<file path="config.mk">
export PLATFORM = sky130hd
export DESIGN_NAME = rfcrc_frame_check
export DESIGN_NICKNAME = d
export VERILOG_FILES = /design/src/sv/rfcrc_pkg.sv /design/src/sv/rfcrc_frame_check.sv
export VERILOG_INCLUDE_DIRS = /design/src /design/src/sv
export SDC_FILE = /design/constraint.sdc
export NUM_CORES = 1
export LEC_CHECK = 0
export ABC_AREA = 1
export BUFFER_PORTS_ARGS = -buffer_cell sky130_fd_sc_hd__buf_2
export CORE_MARGIN = 2
export CORE_UTILIZATION = 50
export CTS_CLUSTER_SIZE = 28
export DETAILED_ROUTE_END_ITERATION = 7
export GPL_ROUTABILITY_DRIVEN = 0
export PLACE_DENSITY = 0.69
export SLEW_MARGIN = 20
export SYNTH_ARGS = -nofsm -noshare
export SYNTH_HDL_FRONTEND = slang
export SYNTH_SLANG_ARGS = --single-unit
</file>
<file path="constraint.sdc">
create_clock -name clk_i -period 3.5 [get_ports clk_i]
set_input_delay 0.35 -clock clk_i [delete_from_list [all_inputs] [get_ports clk_i]]
set_output_delay 0.35 -clock clk_i [all_outputs]
set_load 0.005 [all_outputs]
</file>
<file path="src/sv/radio_frame_crc16_checker_macros.svh">
`ifndef RADIO_FRAME_CRC16_CHECKER_MACROS_SVH
`define RADIO_FRAME_CRC16_CHECKER_MACROS_SVH

// Checked while out of reset.
`define RFCRC_ASSERT(lbl, clk, rstn, prop, msg) \
  lbl: assert property (@(posedge clk) disable iff (!rstn) prop) else $error(msg);

// Checked on every edge, reset included.
`define RFCRC_ASSERT_ALWAYS(lbl, clk, prop, msg) \
  lbl: assert property (@(posedge clk) prop) else $error(msg);

`endif

</file>
<file path="src/sv/rfcrc_pkg.sv">
package rfcrc_pkg;

  localparam logic [15:0] CrcPoly = 16'h1021;
  localparam logic [15:0] CrcSeed = 16'h1D0F;

  localparam int unsigned PosW = 3;
  localparam logic [PosW-1:0] HdrPos  = 3'd2;
  localparam logic [PosW-1:0] LastPos = 3'd6;
  localparam int unsigned StoreDepth = 6;

  typedef enum logic [1:0] {
    StatusOk     = 2'd0,
    StatusHdrErr = 2'd1,
    StatusTrlErr = 2'd2
  } status_e;

  typedef struct packed {
    logic [7:0] rx_byte;
    logic       frame_start;
  } in_item_t;

  typedef struct packed {
    logic [1:0] status;
    logic [7:0] out_first;
    logic [7:0] out_second;
    logic [7:0] out_third;
    logic [3:0] out_low_nibble;
    logic [2:0] out_mid_scaled;
    logic [2:0] out_top_plus_one;
  } out_item_t;

  typedef struct packed {
    logic [7:0] first;
    logic [7:0] second;
    logic [7:0] third;
    logic [3:0] low_nibble;
    logic [2:0] mid_scaled;
    logic [2:0] top_plus_one;
  } held_t;

  // MSB-first CRC-16 over one byte
  function automatic logic [15:0] crc16_byte(logic [15:0] crc, logic [7:0] data);
    logic [15:0] c;
    logic        fb;
    c = crc;
    for (int b = 7; b >= 0; b--) begin
      fb = c[15] ^ data[b];
      c  = {c[14:0], 1'b0};
      if (fb) begin
        c = c ^ CrcPoly;
      end
    end
    return c;
  endfunction

endpackage

</file>
<file path="src/sv/rfcrc_frame_check.sv">
`include "radio_frame_crc16_checker_macros.svh"

module rfcrc_frame_check (
  input  logic                 clk_i,
  input  logic                 rst_ni,
  input  rfcrc_pkg::in_item_t  item_i,
  input  logic                 take_i,
  output logic                 has_result_o,
  output rfcrc_pkg::out_item_t result_o
);

  logic [rfcrc_pkg::PosW-1:0] pos_q, pos_eff;
  logic [15:0]                crc_q, crc_base, crc_next, snap_q;
  logic [7:0]                 store_q [rfcrc_pkg::StoreDepth];
  rfcrc_pkg::held_t           held_q, held_new, held_out;
  rfcrc_pkg::status_e         status;
  logic                       is_last, frame_ok;

  always_comb begin
    pos_eff = pos_q;
    if (item_i.frame_start || pos_q > rfcrc_pkg::LastPos) begin
      pos_eff = '0;
    end
  end

  assign crc_base = item_i.frame_start ? rfcrc_pkg::CrcSeed : crc_q;
  assign crc_next = rfcrc_pkg::crc16_byte(crc_base, item_i.rx_byte);
  assign is_last  = (pos_eff == rfcrc_pkg::LastPos);

  always_comb begin
    if (snap_q != {store_q[3], store_q[4]}) begin
      status = rfcrc_pkg::StatusHdrErr;
    end else if (crc_base[7:0] != item_i.rx_byte) begin
      status = rfcrc_pkg::StatusTrlErr;
    end else begin
      status = rfcrc_pkg::StatusOk;
    end
  end

  assign frame_ok = (status == rfcrc_pkg::StatusOk);

  always_comb begin
    held_new.first        = store_q[0];
    held_new.second       = store_q[1];
    held_new.third        = store_q[2];
    held_new.low_nibble   = store_q[5][3:0];
    held_new.mid_scaled   = {store_q[5][5:4], 1'b0};
    held_new.top_plus_one = {1'b0, store_q[5][7:6]} + 3'd1;
  end

  assign held_out = frame_ok ? held_new : held_q;

  always_comb begin
    result_o.status           = status;
    result_o.out_first        = held_out.first;
    result_o.out_second       = held_out.second;
    result_o.out_third        = held_out.third;
    result_o.out_low_nibble   = held_out.low_nibble;
    result_o.out_mid_scaled   = held_out.mid_scaled;
    result_o.out_top_plus_one = held_out.top_plus_one;
  end

  assign has_result_o = is_last;

  always_ff @(posedge clk_i or negedge rst_ni) begin
    if (!rst_ni) begin
      pos_q  <= '0;
      crc_q  <= rfcrc_pkg::CrcSeed;
      snap_q <= '0;
      held_q <= '0;
    end else if (take_i) begin
      if (is_last) begin
        pos_q <= '0;
        crc_q <= rfcrc_pkg::CrcSeed;
        if (frame_ok) begin
          held_q <= held_new;
        end
      end else begin
        pos_q <= pos_eff + 3'd1;
        crc_q <= crc_next;
        if (pos_eff == rfcrc_pkg::HdrPos) begin
          snap_q <= crc_next;
        end
      end
    end
  end

  always_ff @(posedge clk_i) begin
    if (take_i && !is_last) begin
      store_q[pos_eff] <= item_i.rx_byte;
    end
  end

  `RFCRC_ASSERT(a_frame_end_reseed, clk_i, rst_ni,
    take_i && is_last |=> pos_q == '0 && crc_q == rfcrc_pkg::CrcSeed,
    "frame end did not reseed")
  `RFCRC_ASSERT(a_hdr_snapshot, clk_i, rst_ni,
    take_i && pos_eff == rfcrc_pkg::HdrPos |=> snap_q == crc_q,
    "header snapshot differs from crc")
  `RFCRC_ASSERT(a_held_only_on_ok, clk_i, rst_ni,
    !(take_i && is_last && frame_ok) |=> $stable(held_q),
    "held fields changed without a good frame")
  `RFCRC_ASSERT_ALWAYS(a_pos_range, clk_i,
    !rst_ni || pos_q <= rfcrc_pkg::LastPos,
    "byte position out of range")

endmodule

</file>
# Yosys cells after proc, flatten, opt, wreduce, memory -nomap -nowiden
# Memories as Yosys holds them, arrays and structs flattened.
# Cells that the tools add are included.
[word_totals]
wordCells = 57
n_memories = 1
regBits = 69
ramBits = 48
input_bits = 12
out_inout_bits = 37
[op_classes]
order_cmp = 1
addsub = 2
mux = 17
reduce_logical = 6
n_eq_ne = 4
n_bitwise = 17
[memory_table]
columns = ["name", "words", "word_bits", "rd", "rd_clocked_by_memory_dff", "wr", "line", "rtl"]
rows = [
  ["store_q", 6, 8, 6, 0, 1, "rfcrc_frame_check.sv:14", "logic [7:0] store_q [rfcrc_pkg::StoreDepth];"],
]
[op_table]
columns = ["op", "count"]
rows = [
  ["$mux W13", 8],
  ["$mux W34", 1],
  ["$mux W16", 2],
  ["$not A3 Y3", 8],
  ["$ne A16 B16 Y1", 1],
  ["$ne A8 B8 Y1", 1],
  ["$xor A1 B1 Y1", 8],
  ["$mux W3", 2],
  ["$mux W2", 2],
  ["$add A2 B1 Y3 const B", 1],
  ["$add A3 B1 Y3 const B", 1],
  ["$eq A3 B2 Y1 const B", 1],
  ["$eq A3 B3 Y1 const B", 1],
  ["$gt A3 B3 Y1 const B", 1],
  ["$reduce_and A3 Y1", 1],
  ["$logic_not A2 Y1", 1],
  ["$mux W1", 2],
  ["$reduce_and A2 Y1", 1],
  ["$logic_and A1 B1 Y1", 1],
  ["$logic_not A1 Y1", 1],
  ["$logic_or A1 B1 Y1", 1],
  ["$not A1 Y1", 1],
]

# Logic depth before layout (Yosys ltp)
# Gate-level depths: netlist of run 1.
[depth]
depth_word = 18
depth_mapped = 14
depth_no_buf = 12

# Worst setup path after synthesis of run 1
# OpenSTA, ideal clock, no wires.
[synth_path]
path_kind = "input port to flip-flop"
startpoint = "input item_i[0] in the netlist's numbering"
endpoint = "memory store_q[3][0] (enable)"
setup_time_ns = 0.395
t_arrival_ns = 1.578
path_buffers = 2
required_time_ns = 3.105
path_slack_ns = 1.527
stages = 5
cell_sequence = "buf_6 > inv_4 > buf_6 > o21ai_1 > nor4_1"
[synth_between]
elab_chain_len = 7
[synth_rtl]
columns = ["item", "line", "rtl"]
rows = [
  ["start, declared", "rfcrc_frame_check.sv:6", "input rfcrc_pkg::in_item_t item_i,"],
  ["$logic_or A1 B1 Y1 (*)", "rfcrc_frame_check.sv:21", "if (item_i.frame_start || pos_q > rfcrc_pkg::LastPos) begin"],
  ["$mux W3 (*)", "rfcrc_frame_check.sv:21", ""],
  ["$eq A3 B3 Y1", "rfcrc_frame_check.sv:28", "assign is_last = (pos_eff == rfcrc_pkg::LastPos);"],
  ["$logic_not A1 Y1", "rfcrc_frame_check.sv:89", "if (take_i && !is_last) begin"],
  ["$logic_and A1 B1 Y1", "rfcrc_frame_check.sv:89", ""],
  ["$mux W1", "rfcrc_frame_check.sv:89", ""],
  ["$mux W1 (not written as such)", "rfcrc_frame_check.sv:90", "store_q[pos_eff] <= item_i.rx_byte;"],
  ["end, declared", "rfcrc_frame_check.sv:14", ""],
]
# Every way passes the cells marked *; elsewhere a longest branch is shown, timed or not.

==> reports/metrics.yaml, run 1 <==
status:
  status: "finished, final reports clean"
synthesis:
  syn_area_sq_um: 5560
  synth_nets: 626
  synth_warnings: 0
  synth-main-ff-cell: "dfrtp_1"
  yosysUniqueCellTypes: 34
  seq_area_frac_synth_pct: 57.2
  async_flop_share_pct: 59.0
  syn_avg_cell_area_sq_um: 9.06
  synth_edf_count: 48
  ys_ff_latch: 117
  synth_cells: 613
route:
  wl_per_cell_um: 14.6
  via_per_inst: 5.05
  drc_errors: 0
  finalWirelength_um: 12000
  drt_iter0_drc: 268
  firstDrtPassIters: 6
  vias: 4129
  ant_nets: 0
timing:
  worst_slew_pin_slew_ns: 0.966
  fin_hold_ws_ns: 0.196
  min_period_ns: 3.12
  skew_ns: 0.00652
  slew-limit-headroom_pct: 35.6
  rsz0062_at_grt: "no"
  finalHoldViolCount: 0
  finalSetupViolCount: 0
  max_freq_ghz: 0.321
  period_share_pct: 89.1
  slew_violations: 0
  final.setup.tns_ns: 0
floorplan:
  die_h_um: 109
  die_w_um: 109
  io_pins: 49
  die_area_sq_um: 12000
  core_area_sq_um: 10800
  core.rowCount: 38
  initial_core_util_pct: 51.2
pwr:
  swShare_pct: 28.5
  p_int_mw: 2.79
  seq_power_share_pct: 45.1
  power_frac_comb_pct: 15.2
  p_sw_mw: 1.11
  leakagePower_nw: 3.09
  power_density_nw_per_um2: 609
  clkPwrFrac_pct: 39.7
  peakVddDrop_mv: 0.367
clocking:
  clkSinkCount: 117
  worstSkewPairLatency_ns: 0.52
  htree_levels: 4
  path_clk_slew_ns: 0.06
  cts.repair.resized: 0
  cts_tree: "yes"
  clk_path_buf_depth: 2
  cts-buffers-inserted: 17
  clock_tree.root_cell: "clkbuf_8"
setup_path:
  crit_top_cell: "nand2_1"
  crit_fanout: 66
  cp-end-kind: "output port"
  cp.required_ns: 3.15
  critPathArrivalTime_ns: 2.77
  crit_path_top_delay_cell: "dfstp_2"
  path_buf_inv: 2
  startpoint_type: "register"
  critPathKind: "register to output port"
  crit_family: "simple AND/OR/NAND/NOR gates"
  crit_chain: "nor2_1 -> nand2_1 -> nand2_1 -> nor2_1 -> nand2_1 -> nor2_8 -> nand2_2 -> buf_4 -> o21ai_1 -> buf_2"
  cpPeakStageDelay_ns: 0.54
cells_and_area:
  antenna_cells: 0
  drive_above_1_share_pct: 18.4
  fin_nets: 678
  fillers: 934
  fin_area_sq_um: 6400
  areaGrowthSynthToFinish_pct: 15.3
grt:
  first_global_vias: 3785
  grt_max_degree: 67
  antenna_found_initial: 0
  track_usage_pct: 21.6
  grt_pass1_wl_um: 19200
  grt-ovfl-total: 0
placement:
  io_buffer_count: 48
  dpl.hpwl_um: 8020
  placed_cell_area_sq_um: 5860
hold_path:
  hold_class: "input pin to register"
job:
  maxCapViolations: 0
worst min-delay path, stage by stage:
cell,delay [ns]
buf_2,0.20
nor2_1,0.12
a21oi_1,0.05
final cells by class:
type / instances / area [sq um] / area share (%)
clock buffers: 18 / 418 / 6.52
clock inverters: 14 / 113 / 1.76
inverters: 96 / 363 / 5.67
multi-input cells: 377 / 1860 / 29.0
flip-flops and latches: 117 / 3180 / 49.6
well taps: 140 / 175 / 2.73
repair buffers: 56 / 303 / 4.73
stage by stage:
stage / power, mW / util [%] / setup slack [ns] / std cells
3_3_place_gp: 2.35 / 54.1 / 0.800 / 785
3_5_place_dp: 2.37 / 54.1 / 0.750 / 785
4_1_cts: 3.93 / 59.1 / 0.358 / 818
5_1_grt: 4.09 / 59.1 / 0.220 / 818
6_report: 3.90 / 59.1 / 0.382 / 818
2_1_floorplan: 2.19 / - / 1.53 / 613
cell usage after synthesis (2+ instances only):
master,count,area share [%]
a21oi_1,7,0.63
buf_2,10,0.90
buf_6,8,1.6
clkbuf_1,5,0.34
dfrtp_1,61,27
dfstp_2,8,3.8
edfxtp_1,48,26
inv_1,91,6.1
inv_2,3,0.20
nand2_1,186,13
nand2_2,7,0.79
nand3_1,14,1.3
nand4_1,16,1.8
nor2_1,30,2.0
o21ai_0,15,1.4
o21ai_1,51,4.6
o21ai_2,13,2.0
or2_2,2,0.23
xnor2_1,15,2.4
xor2_1,9,1.4
registers in the layout, summed over array words and instances (netlist names):
signal and count:
crc_q 16, store_q 48, pos_q 3, held_q 34
snap_q 16
cell families (layout without fill, tap and decap cells):
group / Yosys count / in the layout / share of synthesized area [%]
compound gates: 90 / 90 / 9.14
simple gates: 261 / 261 / 20.0
buf+inv: 119 / 184 / 9.39
fa+ha+maj: 1 / 1 / 0.225
flops: 117 / 117 / 57.2
xor+xnor: 25 / 25 / 4.08
worst paths after layout:
path | startpoint | endpoint | cells after the start | slack (ns)
worst max-delay path | crc_q[2]$_DFFE_PN1P_ | result_o[19] | 10 | 0.38
worst min-delay path | take_i | crc_q[0]$_DFFE_PN1P_ | 3 | 0.20
worst max register to register | crc_q[2]$_DFFE_PN1P_ | held_q[14]$_DFFE_PN0P_ | 8 | 1.16
worst min register to register | held_q[3]$_DFFE_PN0P_ | held_q[3]$_DFFE_PN0P_ | 2 | 0.48
max in group asynchronous | rst_ni | held_q[9]$_DFFE_PN0P_ | 3 | 2.13
min in group asynchronous | rst_ni | held_q[26]$_DFFE_PN0P_ | 2 | 0.52
placed cells by master (no fill, tap or decap), drive strengths merged, types with 2 or more instances in the layout:
master | netlist | routed
nand2 | 193 | 193
or2 | 2 | 2
clkbuf | 5 | 18
edfxtp | 48 | 48
buf | 18 | 55
xor2 | 10 | 10
nand4 | 16 | 16
inv | 95 | 96
clkinv | 1 | 7
nand3 | 16 | 16
clkinvlp | 0 | 6
nor2 | 33 | 33
dfrtp | 61 | 61
o21ai | 79 | 79
xnor2 | 15 | 15
dfstp | 8 | 8
a21oi | 7 | 7
power groups by stage:
stage          Clock (mW)  Combinational, mW  Sequential, mW
2_1_floorplan           0              0.445            1.75
3_3_place_gp            0              0.578            1.77
3_5_place_dp            0              0.594            1.78
4_1_cts              1.57              0.599            1.76
5_1_grt              1.62              0.686            1.78
6_report             1.55              0.594            1.76
what timing repair did:
| item | CTS | global route |
|---|---|---|
| setup buffers | 0 | 0 |
| hold endpoints to repair | 8 | 0 |
| hold buffers | 1 | 0 |
routing by layer:
layer | part of all wire, % | track usage, % | vias to the layer above
met2 | 49 | 35.4 | 125
met3 | 5.1 | 5.10 | 18
li1 | - | - | 2059
met1 | 44 | 28.1 | 1927
met5 | 0 | 0 | -
met4 | 1.5 | 8.14 | 0
No activity file was read; power rests on OpenSTA's default activity.
==> run 2: changes to the inputs <==
==> constraint.sdc (replaced) <==
create_clock -name clk_i -period 3.5 [get_ports clk_i]
set_input_delay 0.175 -clock clk_i [delete_from_list [all_inputs] [get_ports clk_i]]
set_output_delay 0.175 -clock clk_i [all_outputs]
set_load 0.005 [all_outputs]
==> run 2 against run 1 <==
Hold slack worse by 0.17 ns; die area unchanged; clock skew grew 0.0040 ns; largest power group unchanged.
==> reports/metrics.yaml, run 2 (synthesis gave the netlist of run 1 again) <==
clocking:
  cts_tree: "yes"
  clkSinkCount: 117  # unchanged
  htree_levels: 4  # unchanged
  clk_path_buf_depth: 2  # unchanged
  path_clk_slew_ns: 0.06  # about the same
  postCtsSetupBuffers: 0  # unchanged
  worstSkewPairLatency_ns: 0.52  # about the same
  cts-buffers-inserted: 17  # unchanged
  clock_tree.root_cell: "clkbuf_8"
pwr:
  power_density_nw_per_um2: 614  # +0.80%
  peakVddDrop_mv: 0.428  # +17%
  leakagePower_nw: 3.13  # +1.1%
route:
  drc_errors: 0  # unchanged
  ant_nets: 0  # unchanged
  finalWirelength_um: 11900  # -0.81%
  wl_per_cell_um: 14.5  # -0.93%
  via_per_inst: 5.04  # about the same
  firstDrtPassIters: 7  # +1
  vias: 4130  # +0.024%
  drt_iter0_drc: 231  # -14%
grt:
  grt-ovfl-total: 0  # unchanged
  first_global_vias: 4076  # +7.7%
  track_usage_pct: 21.8  # +0.15 points
  grt_pass1_wl_um: 19500  # +1.7%
  grt_max_degree: 59  # -12%
  antenna_found_initial: 0  # unchanged
job:
  maxCapViolations: 0  # unchanged
cells_and_area:
  antenna_cells: 0  # unchanged
  regArea_sq_um: 3180  # unchanged
  regMostFlops: "store_q"
  drive_above_1_share_pct: 18.6  # +0.12 points
  largest_reg_flops: 48  # unchanged
  layout_common_cells: "186 x nand2_1, 91 x inv_1, 61 x dfrtp_1"
  layout_commonest_cell: "nand2_1"
  areaGrowthSynthToFinish_pct: 15.9
  multi_input_comb_area_sq_um: 1860  # unchanged
  fillers: 909  # -2.7%
  fin_area_sq_um: 6440  # +0.57%
  fin_nets: 679  # +0.15%
  final_util_pct: 59.4  # +0.33 points
  top_regs: "store_q: 48 flops, held_q: 34 flops"
setup_path:
  r2r_start: "crc_q[3]$_DFFE_PN1P_"
  cp-end-kind: "output port"
  critPathKind: "register to output port"
  crit_chain: "nor2_1 -> nand2_1 -> nand2_1 -> nor2_1 -> nand2_1 -> nor2_8 -> nand2_2 -> buf_4 -> nand2_1 -> o21ai_1 -> buf_2"
  path_buf_inv: 2  # unchanged
  cp_num_cells: 11  # +1
  r2r_end: "held_q[17]$_DFFE_PN0P_"
  crit_path_top_delay_cell: "dfstp_2"
  crit_family: "simple AND/OR/NAND/NOR gates"
  cpPeakStageDelay_ns: 0.54  # about the same
  worst-r2r-setup-slack_ns: 1.19  # +0.03 ns
  critPathArrivalTime_ns: 2.82  # +0.05 ns
  startpoint_type: "register"
  r2r.worst_path.cells: 10  # +2
  crit_top_cell: "nand2_1"
  cp.required_ns: 3.32  # +0.17 ns
  crit_fanout: 58  # -12%
hold_path:
  hold_path_depth: 1  # -2
  hold_path.startpoint: "item_i[4]"
  worstHoldEndpoint: "store_q[4][3]$_DFFE_PP_"
  hold_class: "input pin to register"
placement:
  dpl.hpwl_um: 8000  # -0.23%
  placed_cell_area_sq_um: 5860  # unchanged
  io_buffer_count: 48  # unchanged
floorplan:
  initial_core_util_pct: 51.2  # unchanged
  die_h_um: 109  # unchanged
  io_pins: 49  # unchanged
  die_area_sq_um: 12000  # unchanged
  core.rowCount: 38  # unchanged
  core_area_sq_um: 10800  # unchanged
  die_w_um: 109  # unchanged
timing:
  slew-limit-headroom_pct: 37.0  # +1.4 points
  skew_ns: 0.0106  # +0.00404 ns
  period_share_pct: 85.7  # -3.4 points
  max_freq_ghz: 0.333  # +3.9%
  worst_slew_pin_slew_ns: 0.945  # -0.0214 ns
  fin_hold_ws_ns: 0.0242  # -0.171 ns
  final.setup.tns_ns: 0  # unchanged
  min_period_ns: 3.00  # -0.118 ns
  finalHoldViolCount: 0  # unchanged
  slew_violations: 0  # unchanged
  finalSetupViolCount: 0  # unchanged
  rsz0062_at_grt: "no"
status:
  status: "finished, final reports clean"
run 2: report_power, final:
group	switching [mW]	internal, mW	leakage [nW]	total [mW]
registers	0.120	1.64	1.26	1.76
clock network	0.634	0.961	0.277	1.60
logic	0.380	0.221	1.59	0.600
run 2: per-stage QoR:
stage                     std cells  power [mW]  worst slack [ns]
final                           819        3.95             0.501
after global routing            819        4.15             0.281
after CTS                       819        3.98             0.497
after detailed placement        785        2.38              1.00
after global placement          785        2.35              1.05
after floorplan                 613        2.19              1.69
run 2: worst reg2reg max path: stages (launching register included):
cell and delay (ns):
dfstp_2 0.54, nor2_1 0.07, nand2_1 0.08, nand2_1 0.05, nor2_1 0.13, nand2_1 0.15
nor2_8 0.30, nand3_4 0.49, nand2_1 0.28, nand2_1 0.09, inv_1 0.06
run 2: final cells by class:
| class | instances | share of cell area [%] |
|---|---|---|
| Clock inverter | 12 | 1.38 |
| Tap cell | 140 | 2.72 |
| Clock buffer | 20 | 7.26 |
| Timing Repair Buffer | 57 | 4.86 |
| Inverter | 96 | 5.63 |
| Multi-Input combinational cell | 377 | 28.8 |
| Sequential cell | 117 | 49.3 |
run 2: worst max path at each step:
stage                                    endpoint                    start
final                                result_o[29]     crc_q[3]$_DFFE_PN1P_
after global routing                 result_o[19]  store_q[4][2]$_DFFE_PP_
after CTS                            result_o[19]  store_q[4][2]$_DFFE_PP_
after detailed placement             result_o[19]                item_i[0]
after global placement               result_o[19]                item_i[0]
after floorplan           store_q[3][0]$_DFFE_PP_     pos_q[2]$_DFFE_PN0P_
run 2: what timing repair did:
action	4_1_cts	5_1_grt
resized for setup	0	0
hold buffers	2	0
setup endpoints to repair	0	0
hold endpoints to repair	31	0
run 2: layer usage:
layer | part of all wire (%) | global-route usage (%) | wire, um | vias up
li1 | - | - | - | 2055
met1 | 45 | 26.9 | 5290 | 1934
met2 | 48 | 36.5 | 5680 | 116
met3 | 5.2 | 4.80 | 618 | 25
met4 | 2.4 | 10.0 | 288 | 0
met5 | 0 | 0 | 0 | -
==> run 3: changes to the inputs <==
Settings changed: PLACE_DENSITY 0.69 to 0.71.
Clock period 3.5 ns to 2.58 ns, I/O delays scaled along.
==> run 3 against run 2 <==
Non-clock buffer count rose by 17; total power rose by 42%; sequential power rose by 35%; core utilization rose by 2.5 points; critical path depth fell by 1; clock power rose by 48%; clock-buffer cell count rose by 3; register-to-register slack got worse by 0.83 ns; clock skew fell by 0.0030 ns; die area did not move; critical path type unchanged.
==> reports/metrics.yaml, run 3 (synthesis gave the netlist of run 1 again) <==
cells_and_area:
  areaGrowthSynthToFinish_pct: 20.8
  top_regs: "store_q: 48 flops, held_q: 34 flops"
  regMostFlops: "store_q"
  fin_area_sq_um: 6710  # +4.2%
  regArea_sq_um: 3180  # unchanged
  largest_reg_flops: 48  # unchanged
  layout_common_cells: "185 x nand2_1, 91 x inv_1, 61 x dfrtp_1"
  final_util_pct: 61.9  # +2.5 points
  drive_above_1_share_pct: 19.7  # +1.1 points
  layout_commonest_cell: "nand2_1"
  fillers: 890  # -2.1%
  antenna_cells: 0  # unchanged
  multi_input_comb_area_sq_um: 1870  # +1.0%
  fin_nets: 696  # +2.5%
  finalNonFillerCells: 836  # +2.1%
route:
  via_per_inst: 5.03  # -0.23%
  wl_per_cell_um: 14.9  # +2.5%
  drt_iter0_drc: 232  # +0.43%
  ant_nets: 0  # unchanged
  drc_errors: 0  # unchanged
  vias: 4206  # +1.8%
  firstDrtPassIters: 4  # -3
  finalWirelength_um: 12400  # +4.7%
setup_path:
  crit_top_cell: "nand2_1"
  cp.required_ns: 2.45  # -0.87 ns
  path_buf_inv: 2  # unchanged
  crit_family: "simple AND/OR/NAND/NOR gates"
  crit_chain: "nor2_1 -> nand2_1 -> nand2_1 -> nor2_2 -> nand2_2 -> nor2_8 -> nand2_8 -> buf_12 -> o21ai_1 -> buf_2"
  crit_fanout: 26  # -55%
  cpPeakStageDelay_ns: 0.54  # about the same
  cp-end-kind: "output port"
  critPathKind: "register to output port"
  critPathArrivalTime_ns: 2.30  # -0.52 ns
  crit_path_top_delay_cell: "dfstp_2"
  startpoint_type: "register"
pwr:
  clkPwrFrac_pct: 42.3  # +1.9 points
  total_power_mw: 5.60  # +42%
  peakVddDrop_mv: 0.518  # +21%
  p_int_mw: 4.07  # +44%
  power_frac_comb_pct: 15.1  # about the same
  power_density_nw_per_um2: 834  # +36%
  seq_power_share_pct: 42.6  # -1.9 points
  p_sw_mw: 1.53  # +35%
  leakagePower_nw: 3.25  # +4.1%
  swShare_pct: 27.3  # -1.4 points
floorplan:
  core_area_sq_um: 10800  # unchanged
  die_area_sq_um: 12000  # unchanged
  core.rowCount: 38  # unchanged
  die_h_um: 109  # unchanged
  die_w_um: 109  # unchanged
  initial_core_util_pct: 51.2  # unchanged
  io_pins: 49  # unchanged
placement:
  io_buffer_count: 48  # unchanged
  dp_cells: 794  # +1.1%
  dpl.hpwl_um: 8050  # +0.67%
  dp_slack_ns: 0.394  # -0.611 ns
  placed_cell_area_sq_um: 5970  # +1.8%
clocking:
  clock_tree.root_cell: "clkbuf_8"
  path_clk_slew_ns: 0.06  # about the same
  htree_levels: 4  # unchanged
  clkSinkCount: 117  # unchanged
  postCtsSetupBuffers: 0  # unchanged
  clk_path_buf_depth: 2  # unchanged
  worstSkewPairLatency_ns: 0.52  # about the same
  cts-buffers-inserted: 17  # unchanged
  cts_tree: "yes"
timing:
  period_share_pct: 94.3
  slew-limit-headroom_pct: 56.5  # +19 points
  min_period_ns: 2.43
  fin_ws_ns: 0.146  # -0.354 ns
  fin_hold_ws_ns: 0.167  # +0.143 ns
  finalSetupViolCount: 0  # unchanged
  max_freq_ghz: 0.411
  worst_slew_pin_slew_ns: 0.653  # -0.292 ns
  skew_ns: 0.00751  # -0.00305 ns
  slew_violations: 0  # unchanged
  finalHoldViolCount: 0  # unchanged
  final.setup.tns_ns: 0  # unchanged
grt:
  track_usage_pct: 22.4  # +0.66 points
  antenna_found_initial: 0  # unchanged
  grt_max_degree: 44  # -25%
  first_global_vias: 3989  # -2.1%
  grt_pass1_wl_um: 19900  # +1.8%
  grt-ovfl-total: 0  # unchanged
status:
  status: "finished, final reports clean"
job:
  maxCapViolations: 0  # unchanged
hold_path:
  hold_class: "input pin to asynchronous set/reset pin"
run 3: changes by cell type in the layout (fill, tap and decap cells not counted), sizes merged:
cell	before	now
clkinv	6	7
clkbuf	20	23
inv	101	96
dlygate4sd3	2	10
bufinv	0	1
buf	55	64
run 3: layout make-up:
type | instances | area share [%]
clock buffer | 23 | 7.92
clock inverter | 9 | 1.25
inverter | 96 | 5.41
multi-input combinational | 377 | 27.9
sequential | 117 | 47.4
tap | 140 | 2.61
timing repair buffer | 74 | 7.53
run 3: what timing repair did:
action | CTS | global route
hold buffers | 10 | 0
resized for setup | 2 | 4
hold endpoints to repair | 80 | 0
setup endpoints to repair | 18 | 24
run 3: path summary, 6_finish.rpt:
path	endpoint	slack, ns	depth (start not counted)	start
max	result_o[17]	0.15	10	crc_q[3]$_DFFE_PN1P_
min	held_q[31]$_DFFE_PN0P_	0.17	2	rst_ni
max reg2reg	held_q[16]$_DFFE_PN0P_	0.36	11	crc_q[3]$_DFFE_PN1P_
min reg2reg	held_q[3]$_DFFE_PN0P_	0.48	2	held_q[3]$_DFFE_PN0P_
max in group asynchronous	crc_q[12]$_DFFE_PN1P_	1.68	3	rst_ni
min in group clk_i	crc_q[10]$_DFFE_PN1P_	0.30	4	item_i[0]
run 3: power groups by stage:
| stage | Combinational [mW] | Clock, mW | Sequential (mW) |
|---|---|---|---|
| floorplan | 0.603 | 0 | 2.37 |
| global placement | 0.795 | 0 | 2.40 |
| detailed placement | 0.821 | 0 | 2.41 |
| CTS | 0.839 | 2.41 | 2.38 |
| global route | 0.956 | 2.48 | 2.42 |
| finish | 0.843 | 2.37 | 2.38 |
run 3: metal layers:
layer	global-route usage (%)	routed length, um	vias to the layer above
met4	9.86	280	0
met3	4.80	615	26
met1	28.9	5530	1969
met5	0	0	-
met2	36.7	6000	128
li1	-	-	2083
